`src/sv/integer_to_ascii_radix_unit_assert.svh`:
```
// assertion macros for the integer to ascii radix unit
`ifndef INTEGER_TO_ASCII_RADIX_UNIT_ASSERT_SVH
`define INTEGER_TO_ASCII_RADIX_UNIT_ASSERT_SVH

`ifndef SYNTHESIS

`define ITAR_ASSERT(name, prop, msg) \
  name: assert property (@(posedge clk_i) disable iff (!rst_ni) prop) else $error(msg);

`define ITAR_ASSERT_IN_RESET(name, prop, msg) \
  name: assert property (@(posedge clk_i) prop) else $error(msg);

`else

`define ITAR_ASSERT(name, prop, msg)

`define ITAR_ASSERT_IN_RESET(name, prop, msg)

`endif

`endif

```
`src/sv/itar_pkg.sv`:
```
// shared types, constants and the digit encoder of the integer to ascii radix unit
`default_nettype none

package itar_pkg;

  localparam int unsigned RadixWidth = 6;
  localparam int unsigned AddrWidth  = 3;

  localparam logic                  RadixIdx     = 1'b0;
  localparam logic [RadixWidth-1:0] RadixReset   = 6'd10;
  localparam logic [RadixWidth-1:0] RadixMin     = 6'd2;
  localparam logic [RadixWidth-1:0] RadixMax     = 6'd36;
  localparam logic [RadixWidth-1:0] DecimalRadix = 6'd10;

  localparam logic [7:0] CharZero  = 8'h30;
  localparam logic [7:0] CharA     = 8'h61;
  localparam logic [7:0] CharMinus = 8'h2d;

  typedef enum logic [2:0] {
    ST_IDLE,
    ST_DIV,
    ST_PUSH,
    ST_SIGN,
    ST_READ,
    ST_SHOW
  } itar_state_e;

  typedef struct packed {
    logic load;
    logic div_step;
    logic push_digit;
    logic push_sign;
    logic rd;
    logic pop;
  } itar_cmd_t;

  typedef struct packed {
    logic div_last;
    logic quot_zero;
    logic full_next;
    logic neg;
    logic ptr_one;
  } itar_status_t;

  function automatic logic [7:0] digit_char(input logic [RadixWidth-1:0] d);
    logic [7:0] d8;
    d8 = {2'b00, d};
    if (d > 6'd9) begin
      digit_char = d8 - 8'd10 + CharA;
    end else begin
      digit_char = d8 + CharZero;
    end
  endfunction

endpackage

`default_nettype wire

```
`src/sv/integer_to_ascii_radix_unit.sv`:
```
// top level of the integer to ascii radix unit: config register, controller and datapath
`default_nettype none

// Converts one signed integer word into its text in the programmed radix (2 to 36,
// values below clamp to 2, above to 36), most significant character first, digits
// above nine as lower-case letters, with tlast on the final character. In radix ten
// a negative value is preceded by '-'; other radixes read the value as unsigned.
// Text longer than MAX_CHARS keeps only its least significant characters. Each digit
// comes from a one-bit-per-cycle restoring divider and is pushed onto the character
// stack, a sign last; the characters are then read from the stack and presented one
// by one, held while the receiver stalls. A new word is taken only once the last
// character of the previous one has been delivered. Write radix at byte
// address 0 only while the unit is idle.

`include "integer_to_ascii_radix_unit_assert.svh"

module integer_to_ascii_radix_unit #(
  parameter int unsigned VALUE_WIDTH = 32,
  parameter int unsigned MAX_CHARS   = 32
) (
  input  wire logic                           clk_i,
  input  wire logic                           rst_ni,
  // value (VALUE_WIDTH bits, signed), zero padded to whole bytes
  input  wire logic [((VALUE_WIDTH+7)/8)*8-1:0] s_axis_tdata,
  input  wire logic                           s_axis_tvalid,
  output logic                                s_axis_tready,
  // character (8 bits)
  output logic [7:0]                          m_axis_tdata,
  output logic                                m_axis_tlast,
  output logic                                m_axis_tvalid,
  input  wire logic                           m_axis_tready,
  input  wire logic                           psel,
  input  wire logic                           penable,
  input  wire logic                           pwrite,
  input  wire logic [itar_pkg::AddrWidth-1:0] paddr,
  input  wire logic [31:0]                    pwdata,
  output logic [31:0]                         prdata,
  output logic                                pready
);

  logic [itar_pkg::RadixWidth-1:0] radix_q, radix_d;
  logic [itar_pkg::RadixWidth-1:0] radix_eff;
  logic                            radix_sel;
  itar_pkg::itar_cmd_t             cmd;
  itar_pkg::itar_status_t          status;
  logic                            in_word_acc;
  logic                            out_last_acc;

  assign pready    = 1'b1;
  assign radix_sel = paddr[itar_pkg::AddrWidth-1] == itar_pkg::RadixIdx;

  always_comb begin
    radix_d = radix_q;
    if (psel && penable && pwrite && pready && radix_sel) begin
      radix_d = pwdata[itar_pkg::RadixWidth-1:0];
    end
  end

  always_ff @(posedge clk_i or negedge rst_ni) begin
    if (!rst_ni) begin
      radix_q <= itar_pkg::RadixReset;
    end else begin
      radix_q <= radix_d;
    end
  end

  assign prdata = radix_sel ? {{(32 - itar_pkg::RadixWidth){1'b0}}, radix_q} : 32'd0;

  always_comb begin
    if (radix_q < itar_pkg::RadixMin) begin
      radix_eff = itar_pkg::RadixMin;
    end else if (radix_q > itar_pkg::RadixMax) begin
      radix_eff = itar_pkg::RadixMax;
    end else begin
      radix_eff = radix_q;
    end
  end

  itar_ctrl u_ctrl (
    .clk_i       (clk_i),
    .rst_ni      (rst_ni),
    .in_valid_i  (s_axis_tvalid),
    .in_ready_o  (s_axis_tready),
    .out_valid_o (m_axis_tvalid),
    .out_ready_i (m_axis_tready),
    .status_i    (status),
    .cmd_o       (cmd)
  );

  itar_datapath #(
    .VALUE_WIDTH (VALUE_WIDTH),
    .MAX_CHARS   (MAX_CHARS)
  ) u_datapath (
    .clk_i    (clk_i),
    .rst_ni   (rst_ni),
    .cmd_i    (cmd),
    .value_i  (s_axis_tdata[VALUE_WIDTH-1:0]),
    .radix_i  (radix_eff),
    .status_o (status),
    .char_o   (m_axis_tdata)
  );

  assign m_axis_tlast = status.ptr_one;

  assign in_word_acc  = s_axis_tvalid && s_axis_tready;
  assign out_last_acc = m_axis_tvalid && m_axis_tready && m_axis_tlast;

  `ITAR_ASSERT(a_busy_or_idle, s_axis_tready |-> !m_axis_tvalid, "input and output both open")
  `ITAR_ASSERT(a_accept_busy, in_word_acc |=> !s_axis_tready, "second word taken while busy")
  `ITAR_ASSERT(a_last_frees, out_last_acc |=> s_axis_tready, "not idle after last character")
  `ITAR_ASSERT_IN_RESET(a_reset_quiet, !rst_ni |-> !m_axis_tvalid, "output word during reset")

endmodule

`default_nettype wire

```
`src/sv/itar_datapath.sv`:
```
// datapath: bit-serial radix divider, character stack and output word register
`default_nettype none

module itar_datapath #(
  parameter int unsigned VALUE_WIDTH = 32,
  parameter int unsigned MAX_CHARS   = 32
) (
  input  wire logic                                clk_i,
  input  wire logic                                rst_ni,
  input  wire itar_pkg::itar_cmd_t                 cmd_i,
  input  wire logic [VALUE_WIDTH-1:0]              value_i,
  input  wire logic [itar_pkg::RadixWidth-1:0]     radix_i,
  output itar_pkg::itar_status_t                   status_o,
  output logic [7:0]                               char_o
);

  localparam int unsigned BitW = $clog2(VALUE_WIDTH);
  localparam int unsigned PtrW = $clog2(MAX_CHARS + 1);
  localparam int unsigned AdrW = $clog2(MAX_CHARS);

  logic [VALUE_WIDTH-1:0]          quot_q, quot_d;
  logic [itar_pkg::RadixWidth-1:0] rem_q, rem_d;
  logic [BitW-1:0]                 bit_q, bit_d;
  logic [PtrW-1:0]                 wptr_q, wptr_d;
  logic                            neg_q, neg_d;
  logic [7:0]                      rdata_q;
  logic [7:0]                      mem [MAX_CHARS];

  logic [itar_pkg::RadixWidth:0]   trial;
  logic [itar_pkg::RadixWidth:0]   trial_sub;
  logic                            trial_ge;
  logic [PtrW-1:0]                 wptr_dec;
  logic                            wr_en;
  logic [7:0]                      wr_data;

  // one restoring step: shift in the next dividend bit and try the radix
  assign trial     = {rem_q, quot_q[VALUE_WIDTH-1]};
  assign trial_ge  = trial >= {1'b0, radix_i};
  assign trial_sub = trial - {1'b0, radix_i};
  assign wptr_dec  = wptr_q - PtrW'(1);

  assign wr_en   = cmd_i.push_digit | cmd_i.push_sign;
  assign wr_data = cmd_i.push_sign ? itar_pkg::CharMinus : itar_pkg::digit_char(rem_q);

  always_comb begin
    quot_d = quot_q;
    rem_d  = rem_q;
    bit_d  = bit_q;
    wptr_d = wptr_q;
    neg_d  = neg_q;
    if (cmd_i.load) begin
      rem_d  = '0;
      bit_d  = '0;
      wptr_d = '0;
      if (radix_i == itar_pkg::DecimalRadix && value_i[VALUE_WIDTH-1]) begin
        neg_d  = 1'b1;
        quot_d = ~value_i + VALUE_WIDTH'(1);
      end else begin
        neg_d  = 1'b0;
        quot_d = value_i;
      end
    end else if (cmd_i.div_step) begin
      quot_d = {quot_q[VALUE_WIDTH-2:0], trial_ge};
      rem_d  = trial_ge ? trial_sub[itar_pkg::RadixWidth-1:0]
                        : trial[itar_pkg::RadixWidth-1:0];
      bit_d  = bit_q + BitW'(1);
    end else if (cmd_i.push_digit) begin
      rem_d  = '0;
      bit_d  = '0;
      wptr_d = wptr_q + PtrW'(1);
    end else if (cmd_i.push_sign) begin
      wptr_d = wptr_q + PtrW'(1);
    end else if (cmd_i.pop) begin
      wptr_d = wptr_dec;
    end
  end

  always_ff @(posedge clk_i or negedge rst_ni) begin
    if (!rst_ni) begin
      bit_q  <= '0;
      wptr_q <= '0;
      neg_q  <= 1'b0;
    end else begin
      bit_q  <= bit_d;
      wptr_q <= wptr_d;
      neg_q  <= neg_d;
    end
  end

  always_ff @(posedge clk_i) begin
    quot_q <= quot_d;
    rem_q  <= rem_d;
  end

  // stack of characters, least significant first; read back from the top
  always_ff @(posedge clk_i) begin
    if (wr_en) begin
      mem[wptr_q[AdrW-1:0]] <= wr_data;
    end
    if (cmd_i.rd) begin
      rdata_q <= mem[wptr_dec[AdrW-1:0]];
    end
  end

  assign status_o.div_last  = bit_q == BitW'(VALUE_WIDTH - 1);
  assign status_o.quot_zero = quot_q == '0;
  assign status_o.full_next = wptr_q == PtrW'(MAX_CHARS - 1);
  assign status_o.neg       = neg_q;
  assign status_o.ptr_one   = wptr_q == PtrW'(1);
  assign char_o             = rdata_q;

endmodule

`default_nettype wire

```
`src/sv/itar_ctrl.sv`:
```
// controller: sequences load, digit division, stack pushes and character output
`default_nettype none

module itar_ctrl (
  input  wire logic                   clk_i,
  input  wire logic                   rst_ni,
  input  wire logic                   in_valid_i,
  output logic                        in_ready_o,
  output logic                        out_valid_o,
  input  wire logic                   out_ready_i,
  input  wire itar_pkg::itar_status_t status_i,
  output itar_pkg::itar_cmd_t         cmd_o
);

  itar_pkg::itar_state_e state_q, state_d;

  always_ff @(posedge clk_i or negedge rst_ni) begin
    if (!rst_ni) begin
      state_q <= itar_pkg::ST_IDLE;
    end else begin
      state_q <= state_d;
    end
  end

  always_comb begin
    state_d = state_q;
    case (state_q)
      itar_pkg::ST_IDLE: begin
        if (in_valid_i) begin
          state_d = itar_pkg::ST_DIV;
        end
      end
      itar_pkg::ST_DIV: begin
        if (status_i.div_last) begin
          state_d = itar_pkg::ST_PUSH;
        end
      end
      itar_pkg::ST_PUSH: begin
        // stop on a zero quotient or when the stack is about to fill
        if (status_i.quot_zero || status_i.full_next) begin
          if (status_i.neg && !status_i.full_next) begin
            state_d = itar_pkg::ST_SIGN;
          end else begin
            state_d = itar_pkg::ST_READ;
          end
        end else begin
          state_d = itar_pkg::ST_DIV;
        end
      end
      itar_pkg::ST_SIGN: begin
        state_d = itar_pkg::ST_READ;
      end
      itar_pkg::ST_READ: begin
        state_d = itar_pkg::ST_SHOW;
      end
      itar_pkg::ST_SHOW: begin
        if (out_ready_i) begin
          state_d = status_i.ptr_one ? itar_pkg::ST_IDLE : itar_pkg::ST_READ;
        end
      end
      default: begin
        state_d = itar_pkg::ST_IDLE;
      end
    endcase
  end

  always_comb begin
    cmd_o       = '0;
    in_ready_o  = 1'b0;
    out_valid_o = 1'b0;
    case (state_q)
      itar_pkg::ST_IDLE: begin
        in_ready_o = 1'b1;
        cmd_o.load = in_valid_i;
      end
      itar_pkg::ST_DIV: begin
        cmd_o.div_step = 1'b1;
      end
      itar_pkg::ST_PUSH: begin
        cmd_o.push_digit = 1'b1;
      end
      itar_pkg::ST_SIGN: begin
        cmd_o.push_sign = 1'b1;
      end
      itar_pkg::ST_READ: begin
        cmd_o.rd = 1'b1;
      end
      itar_pkg::ST_SHOW: begin
        out_valid_o = 1'b1;
        cmd_o.pop   = out_ready_i;
      end
      default: begin
        cmd_o = '0;
      end
    endcase
  end

endmodule

`default_nettype wire

```
`config.mk`:
```
export PLATFORM = sky130hd
export DESIGN_NAME = integer_to_ascii_radix_unit
export DESIGN_NICKNAME = d
export VERILOG_FILES = /design/src/sv/itar_pkg.sv /design/src/sv/integer_to_ascii_radix_unit.sv /design/src/sv/itar_datapath.sv /design/src/sv/itar_ctrl.sv
export VERILOG_INCLUDE_DIRS = /design/src /design/src/sv
export SDC_FILE = /design/constraint.sdc
export NUM_CORES = 1
export LEC_CHECK = 0
export ABC_AREA = 0
export BUFFER_PORTS_ARGS = -buffer_cell sky130_fd_sc_hd__buf_2
export CAP_MARGIN = 20
export CORE_ASPECT_RATIO = 1.5
export CORE_UTILIZATION = 40
export CTS_BUF_LIST = sky130_fd_sc_hd__clkbuf_4
export DETAILED_ROUTE_END_ITERATION = 12
export MAX_ROUTING_LAYER = met4
export PLACE_DENSITY = 0.69
export SETUP_SLACK_MARGIN = 0.15
export SYNTH_ARGS = -nofsm -noshare
export SYNTH_HDL_FRONTEND = slang
export SYNTH_HIERARCHICAL = 1
export SYNTH_SLANG_ARGS = --single-unit
```
`constraint.sdc`:
```
create_clock -name clk_i -period 4.88 [get_ports clk_i]
set_input_delay 0.732 -clock clk_i [delete_from_list [all_inputs] [get_ports clk_i]]
set_output_delay 0.732 -clock clk_i [all_outputs]
set_load 0.01 [all_outputs]
```
## After elaboration in Yosys (flattened, before gate mapping)

Memories as Yosys holds them, arrays and structs flattened. A register that Yosys moved wholly into a read port is not among the register bits.
Index checks and enable logic that the tools add are counted.

| storage, ports and cells | value |
|---|---|
| memories | 1 |
| word-level logic and storage cells | 88 |
| input port bits | 74 |
| flip-flop bits (word level) | 59 |
| output and inout port bits | 44 |
| memory bits (writable) | 256 |

| operators by class | value |
|---|---|
| magnitude comparators | 4 |
| add/sub/neg operators | 8 |
| eq/ne operators | 13 |
| reduce and logical (&&, ||, !) cells | 15 |
| multiplexer cells | 37 |
| bitwise operators | 3 |

Memories:

| memory | depth | width | rd ports | clocked after Yosys merged registers in | write ports | line | text |
|---|---|---|---|---|---|---|---|
| u_datapath.mem | 32 | 8 | 1 | 1 | 1 | itar_datapath.sv:27 | `logic [7:0] mem [MAX_CHARS];` |

Operator list:

| cell | number |
|---|---|
| $mux W32 | 3 |
| $mux W6 | 11 |
| $add A32 B1 Y32 const B | 1 |
| $logic_not A32 Y1 | 1 |
| $not A32 Y32 | 1 |
| $mux W3 | 6 |
| $pmux W3 S6 | 1 |
| $mux W8 | 2 |
| $mux W5 | 3 |
| $mux W1 | 11 |
| $add A8 B7 Y8 const B | 1 |
| $add A6 B6 Y7 const B | 1 |
| $ge A7 B6 Y1 | 1 |
| $sub A6 B4 Y7 const B | 1 |
| $add A6 B1 Y6 const B | 1 |
| $eq A3 B2 Y1 const B | 2 |
| $eq A3 B3 Y1 const B | 2 |
| $eq A6 B1 Y1 const B | 1 |
| $eq A6 B4 Y1 const B | 1 |
| $eq A6 B5 Y1 const B | 1 |
| $gt A6 B4 Y1 const B | 1 |
| $gt A6 B6 Y1 const B | 1 |
| $lt A6 B2 Y1 const B | 1 |
| $ne A2 B2 Y1 const B | 3 |
| 17 further kinds | 22 |

## Depth between registers and ports, before layout

| logic depth | value |
|---|---|
| depth in word-level cells | 7 |
| mapped depth | 10 |
| mapped depth without buffers | 9 |

## Modules after synthesis

The synthesis kept the hierarchy.

By module, submodules not included:

| module | cells an instance | instances | seq. area each (um^2) | area an instance (um^2) |
|---|---|---|---|---|
| itar_datapath | 956 | 1 | 9308.9 | 14014.7 |
| integer_to_ascii_radix_unit | 59 | 1 | 152.6 | 569.3 |
| itar_ctrl | 30 | 1 | 75.1 | 224.0 |

## Worst setup path after synthesis

Ideal clock, no wire load.

| timing path | value |
|---|---|
| path kind | reg-to-reg |
| from | reg u_datapath/rem_q[1] (netlist bit) |
| to | mem u_datapath.mem[0][2] (data pin) |
| period minus slack after synthesis | 3.846 ns |
| library setup time | 0.615 ns |
| slack | 1.034 ns |
| stages on the path, launching flop included | 6 |
| arrival time | 3.231 ns |
| path through | dfxtp_1 > inv_1 > ha_1 > o21bai_1 > a21boi_1 > o311ai_0 |

| between the ends | value |
|---|---|
| word-level cells in the longest chain between the ends | 4 |

Ends and longest elaborated chain:

| item | line | text |
|---|---|---|
| from (decl) | itar_datapath.sv:22 | `logic [itar_pkg::RadixWidth-1:0] rem_q, rem_d;` |
| from (signal assigned) | itar_datapath.sv:92 | `rem_q <= rem_d;` |
| $sub A6 B4 Y7 | itar_pkg.sv:49 | `digit_char = d8 - 8'd10 + CharA;` |
| $add A8 B7 Y8 | itar_pkg.sv:49 |  |
| $mux W8 * | itar_pkg.sv:48 | `if (d > 6'd9) begin` |
| $mux W8 * | itar_datapath.sv:43 | `assign wr_data = cmd_i.push_sign ? itar_pkg::CharMinus : itar_pkg::digit_char(rem_q);` |
| via u_datapath.wr_data[2] | itar_datapath.sv:34 | `logic [7:0] wr_data;` |
| to (decl) | itar_datapath.sv:27 |  |

The timed path passes the listed nets; every way through them passes the cells marked *.

## Final worst setup path

| timing path | value |
|---|---|
| from | reg u_datapath.wptr_q[0] |
| to | out m_axis_tlast |

| between the ends | value |
|---|---|
| word-level cells in the longest chain between the ends | 1 |

Ends and longest elaborated chain:

| item | line | text |
|---|---|---|
| from (decl) | itar_datapath.sv:24 | `logic [PtrW-1:0] wptr_q, wptr_d;` |
| from (signal assigned) | itar_datapath.sv:85 | `wptr_q <= wptr_d;` |
| $eq A6 B1 Y1 | itar_datapath.sv:109 | `assign status_o.ptr_one = wptr_q == PtrW'(1);` |
| to (decl) | integer_to_ascii_radix_unit.sv:29 | `output logic m_axis_tlast,` |

Every way passes these cells.

==> results_dict.tcl <==
set metrics [dict create \
    fp.dieArea_um2 37800 \
    synth-compound-area-share_pct 5.97 \
    slew-limit-headroom_pct 32.4 \
    drt_wl_total_mm 30.1 \
    cp.required_ns 4.15 \
    rsz0062_at_grt "no" \
    htree_levels 3 \
    final_nets 1245 \
    setup_viol 0 \
    route.vias.total 8926 \
    ir_drop_mv 0.465 \
    cts_tree "yes" \
    crit_slowest_cell "buf_4" \
    syn_inst 1045 \
    power.total_mw 10.3 \
    place_congestion 0.886 \
    hp-class "in -> reg" \
    drive_gt1_share_pct 25.2 \
    pwr-share-seq_pct 40.4 \
    hp-start "pwdata[3]" \
    yosysTopAreaCell "edfxtp_1" \
    synth_xor_xnor_area_share_pct 2.60 \
    powerDensity_nw_per_um2 620 \
    portBuffers 62 \
    yosys.area_share.simple_pct 10.9 \
    rr_startpoint "u_datapath/wptr_q[0]$_DFFE_PN0P_" \
    clkTransAtPathRegs_ns 0.06 \
    drt_first_iter_violations 468 \
    slew_violations 0 \
    cp_cell_sequence "buf_4, ha_1, nor3b_1, buf_2" \
    area_delta_synth_final_pct 12.7 \
    p_clk_share_pct 21.0 \
    crit_start "u_datapath/wptr_q[0]$_DFFE_PN0P_" \
    grt_max_degree 73 \
    crit_fanout 53 \
    crit_path_max_incr_delay_ns 0.86 \
    async_flop_share_pct 6.50 \
    insertion_delay_ns 0.69 \
    viasPerCell 5.27 \
    clock_skew_ns 0.0503 \
    ys.flop_type "edfxtp_1" \
    syn_area_per_cell_um2 14.2 \
    dp_hpwl_mm 20.2 \
    hold_viol 0 \
    antenna_found_initial 1 \
    clock-sinks 323 \
    netlist_top_cells_area "edfxtp_1 (60%), mux4_2 (9.7%), dfrtp_1 (3.2%)" \
    status "complete, no violations" \
    p_int_mw 6.65 \
    worstSetupEndpointType "output pin" \
    numCtsBuffers 77 \
    pin_count 118 \
    startpoint_type "flop" \
    finalCoreUtilization_pct 45.6 \
    root_buffer "clkbuf_4" \
    synth_seq_cells 323 \
    worst_slack_ns 1.16 \
    placementRows 86 \
    whs_ns 0.300 \
    core_um2 36600 \
    drc_errors 0 \
    fillers 3289 \
    grt-ovfl-total 0 \
    leakage_nw 5.76 \
    syn_area_um2 14800 \
    synthAdderAreaFrac_pct 1.81 \
    clock.fmax_mhz 269 \
    post-synth-top-area-fraction_pct 60.0 \
    grt_pass1_wl_mm 47.4 \
    die_height_um 238 \
    grt_pass1_vias 8966 \
    pwr-share-comb_pct 38.6 \
    start_util_pct 40.5 \
    drt-wirelength-per-cell_um 17.8 \
    synth_top_family_by_area "simple AND/OR/NAND/NOR gates" \
    multi_input_comb_area_um2 4940 \
    yosysSeqAreaShare_pct 64.4 \
    cp.arrival_ns 2.99 \
    fin_crit_sh_pct 76.2 \
    yosys_warnings 6 \
    grtUsageTotal_pct 16.7 \
    tightest_slew_ns 1.01 \
    fin_tns_setup_ns 0 \
    clock_path_buffers 3 \
    yosys-mux-area-fraction_pct 10.8 \
    cap_violations 0 \
    min_period_ns 3.72 \
    worst-setup-path-type "reg -> out" \
    sw_frac_of_total_pct 35.7 \
    die_x_um 159 \
    p_sw_mw 3.69 \
    synth_edf_count 296 \
    ys_types 68 \
    regArea_um2 9540 \
    place_ws_ns 1.42 \
    dr.pass1.iters 5 \
    ant_nets 0 \
]
## layer usage
metal | vias up | wire, um | track usage, %
met5 | - | 0 | -
met4 | 0 | 843 | 7.46
met3 | 54 | 1650 | 3.68
met2 | 307 | 16300 | 29.9
met1 | 4367 | 11200 | 17.4
li1 | 4198 | - | -
## power by group through the flow
stage	sequential, mW	combinational [mW]	clock, mW
after floorplan	4.13	2.73	0
after global placement	4.24	3.76	0
after detailed placement	4.25	3.86	0
after CTS	4.20	3.88	2.25
after global routing	4.22	4.36	2.38
final	4.18	4.00	2.17
## state kept, by name (all words and copies together), names as in the netlist, 3 cells and up
register / count
u_datapath/mem: 256
u_datapath/quot_q: 32
u_datapath/char_o: 8
radix_q: 6
u_datapath/rem_q: 6
u_datapath/wptr_q: 6
u_datapath/bit_q: 5
u_ctrl/state_q: 3
## worst max-delay path: cells and delay by family, from the launching register on
family | cells | cell delay, ns
AND/OR/NAND/NOR | 1 | 0.28
buffers and inverters | 2 | 1.08
adder cells (fa/ha/maj) | 1 | 0.30
flip-flops | 1 | 0.67
## cell type report
type                       instances  share of cell area [%]
timing repair buffer              78                    3.07
sequential                       323                    57.2
antenna                            1                  0.0150
clock inverter                    22                   0.854
clock buffer                     114                    5.13
multi-input combinational        646                    29.6
tap                              484                    3.63
inverter                          25                   0.562
## placed cells by master, fill, tap and decap left out, types with 8 or more instances in the layout
master and instances:
xor2_1 24, clkinv_1 12, or4_1 15, ha_1 18, xnor2_1 18, o21ai_0 16
nor3_1 15, nand3_1 8, edfxtp_1 296, nand2_1 105, mux4_2 64, a31oi_1 9
a21oi_1 77, buf_4 10, mux2_2 8, nand2b_1 12, nor2_1 95, buf_2 62
or3_1 10, nor4_1 13, conb_1 27, dfrtp_1 18, clkbuf_4 114, inv_1 24
## cell usage after synthesis (all sizes together), types with 8 or more instances
cell type,count
dfrtp,19
clkbuf,27
nand2,105
xor2,25
mux4,64
ha,19
or3,10
inv,25
nand2b,12
a21oi,79
nor2,97
a31oi,9
edfxtp,296
nand3,8
nor4,15
o21ai,20
buf,49
mux2,8
nor3,15
xnor2,19
or4,16
## per-stage QoR
stage	instances	area (um2)
after floorplan	1070	14900
after global placement	1550	15600
after detailed placement	1550	15600
after CTS	1687	16600
after global routing	1693	16700
final	1693	16700
## path summary, 6_finish.rpt
| kind | end | cells after the start | slack (ns) |
|---|---|---|---|
| min | radix_q[3]$_DFFE_PN1P_ | 2 | 0.30 |
| max | m_axis_tlast | 4 | 1.16 |
| min reg2reg | u_datapath/bit_q[4]$_DFFE_PN0P_ | 1 | 0.51 |
| max in group asynchronous | u_datapath/wptr_q[0]$_DFFE_PN0P_ | 2 | 3.88 |
| max reg2reg | u_datapath/mem[5][0]$_DFFE_PP_ | 4 | 1.59 |
| min in group asynchronous | u_ctrl/state_q[0]$_DFFE_PN0P_ | 2 | 0.56 |
## cells by family after synthesis
group | Yosys count
compound gates | 146
mux | 79
simple gates | 329
flops | 323
xor+xnor | 44
fa+ha+maj | 21
other cells | 2
buf+inv | 101
## what timing repair did
action	4_1_cts	5_1_grt
resized for setup	0	0
setup endpoints to repair	0	0
hold buffers	1	0
setup buffers	0	0
hold endpoints to repair	5	0
Note: power is estimated with default switching activity, not from simulation.
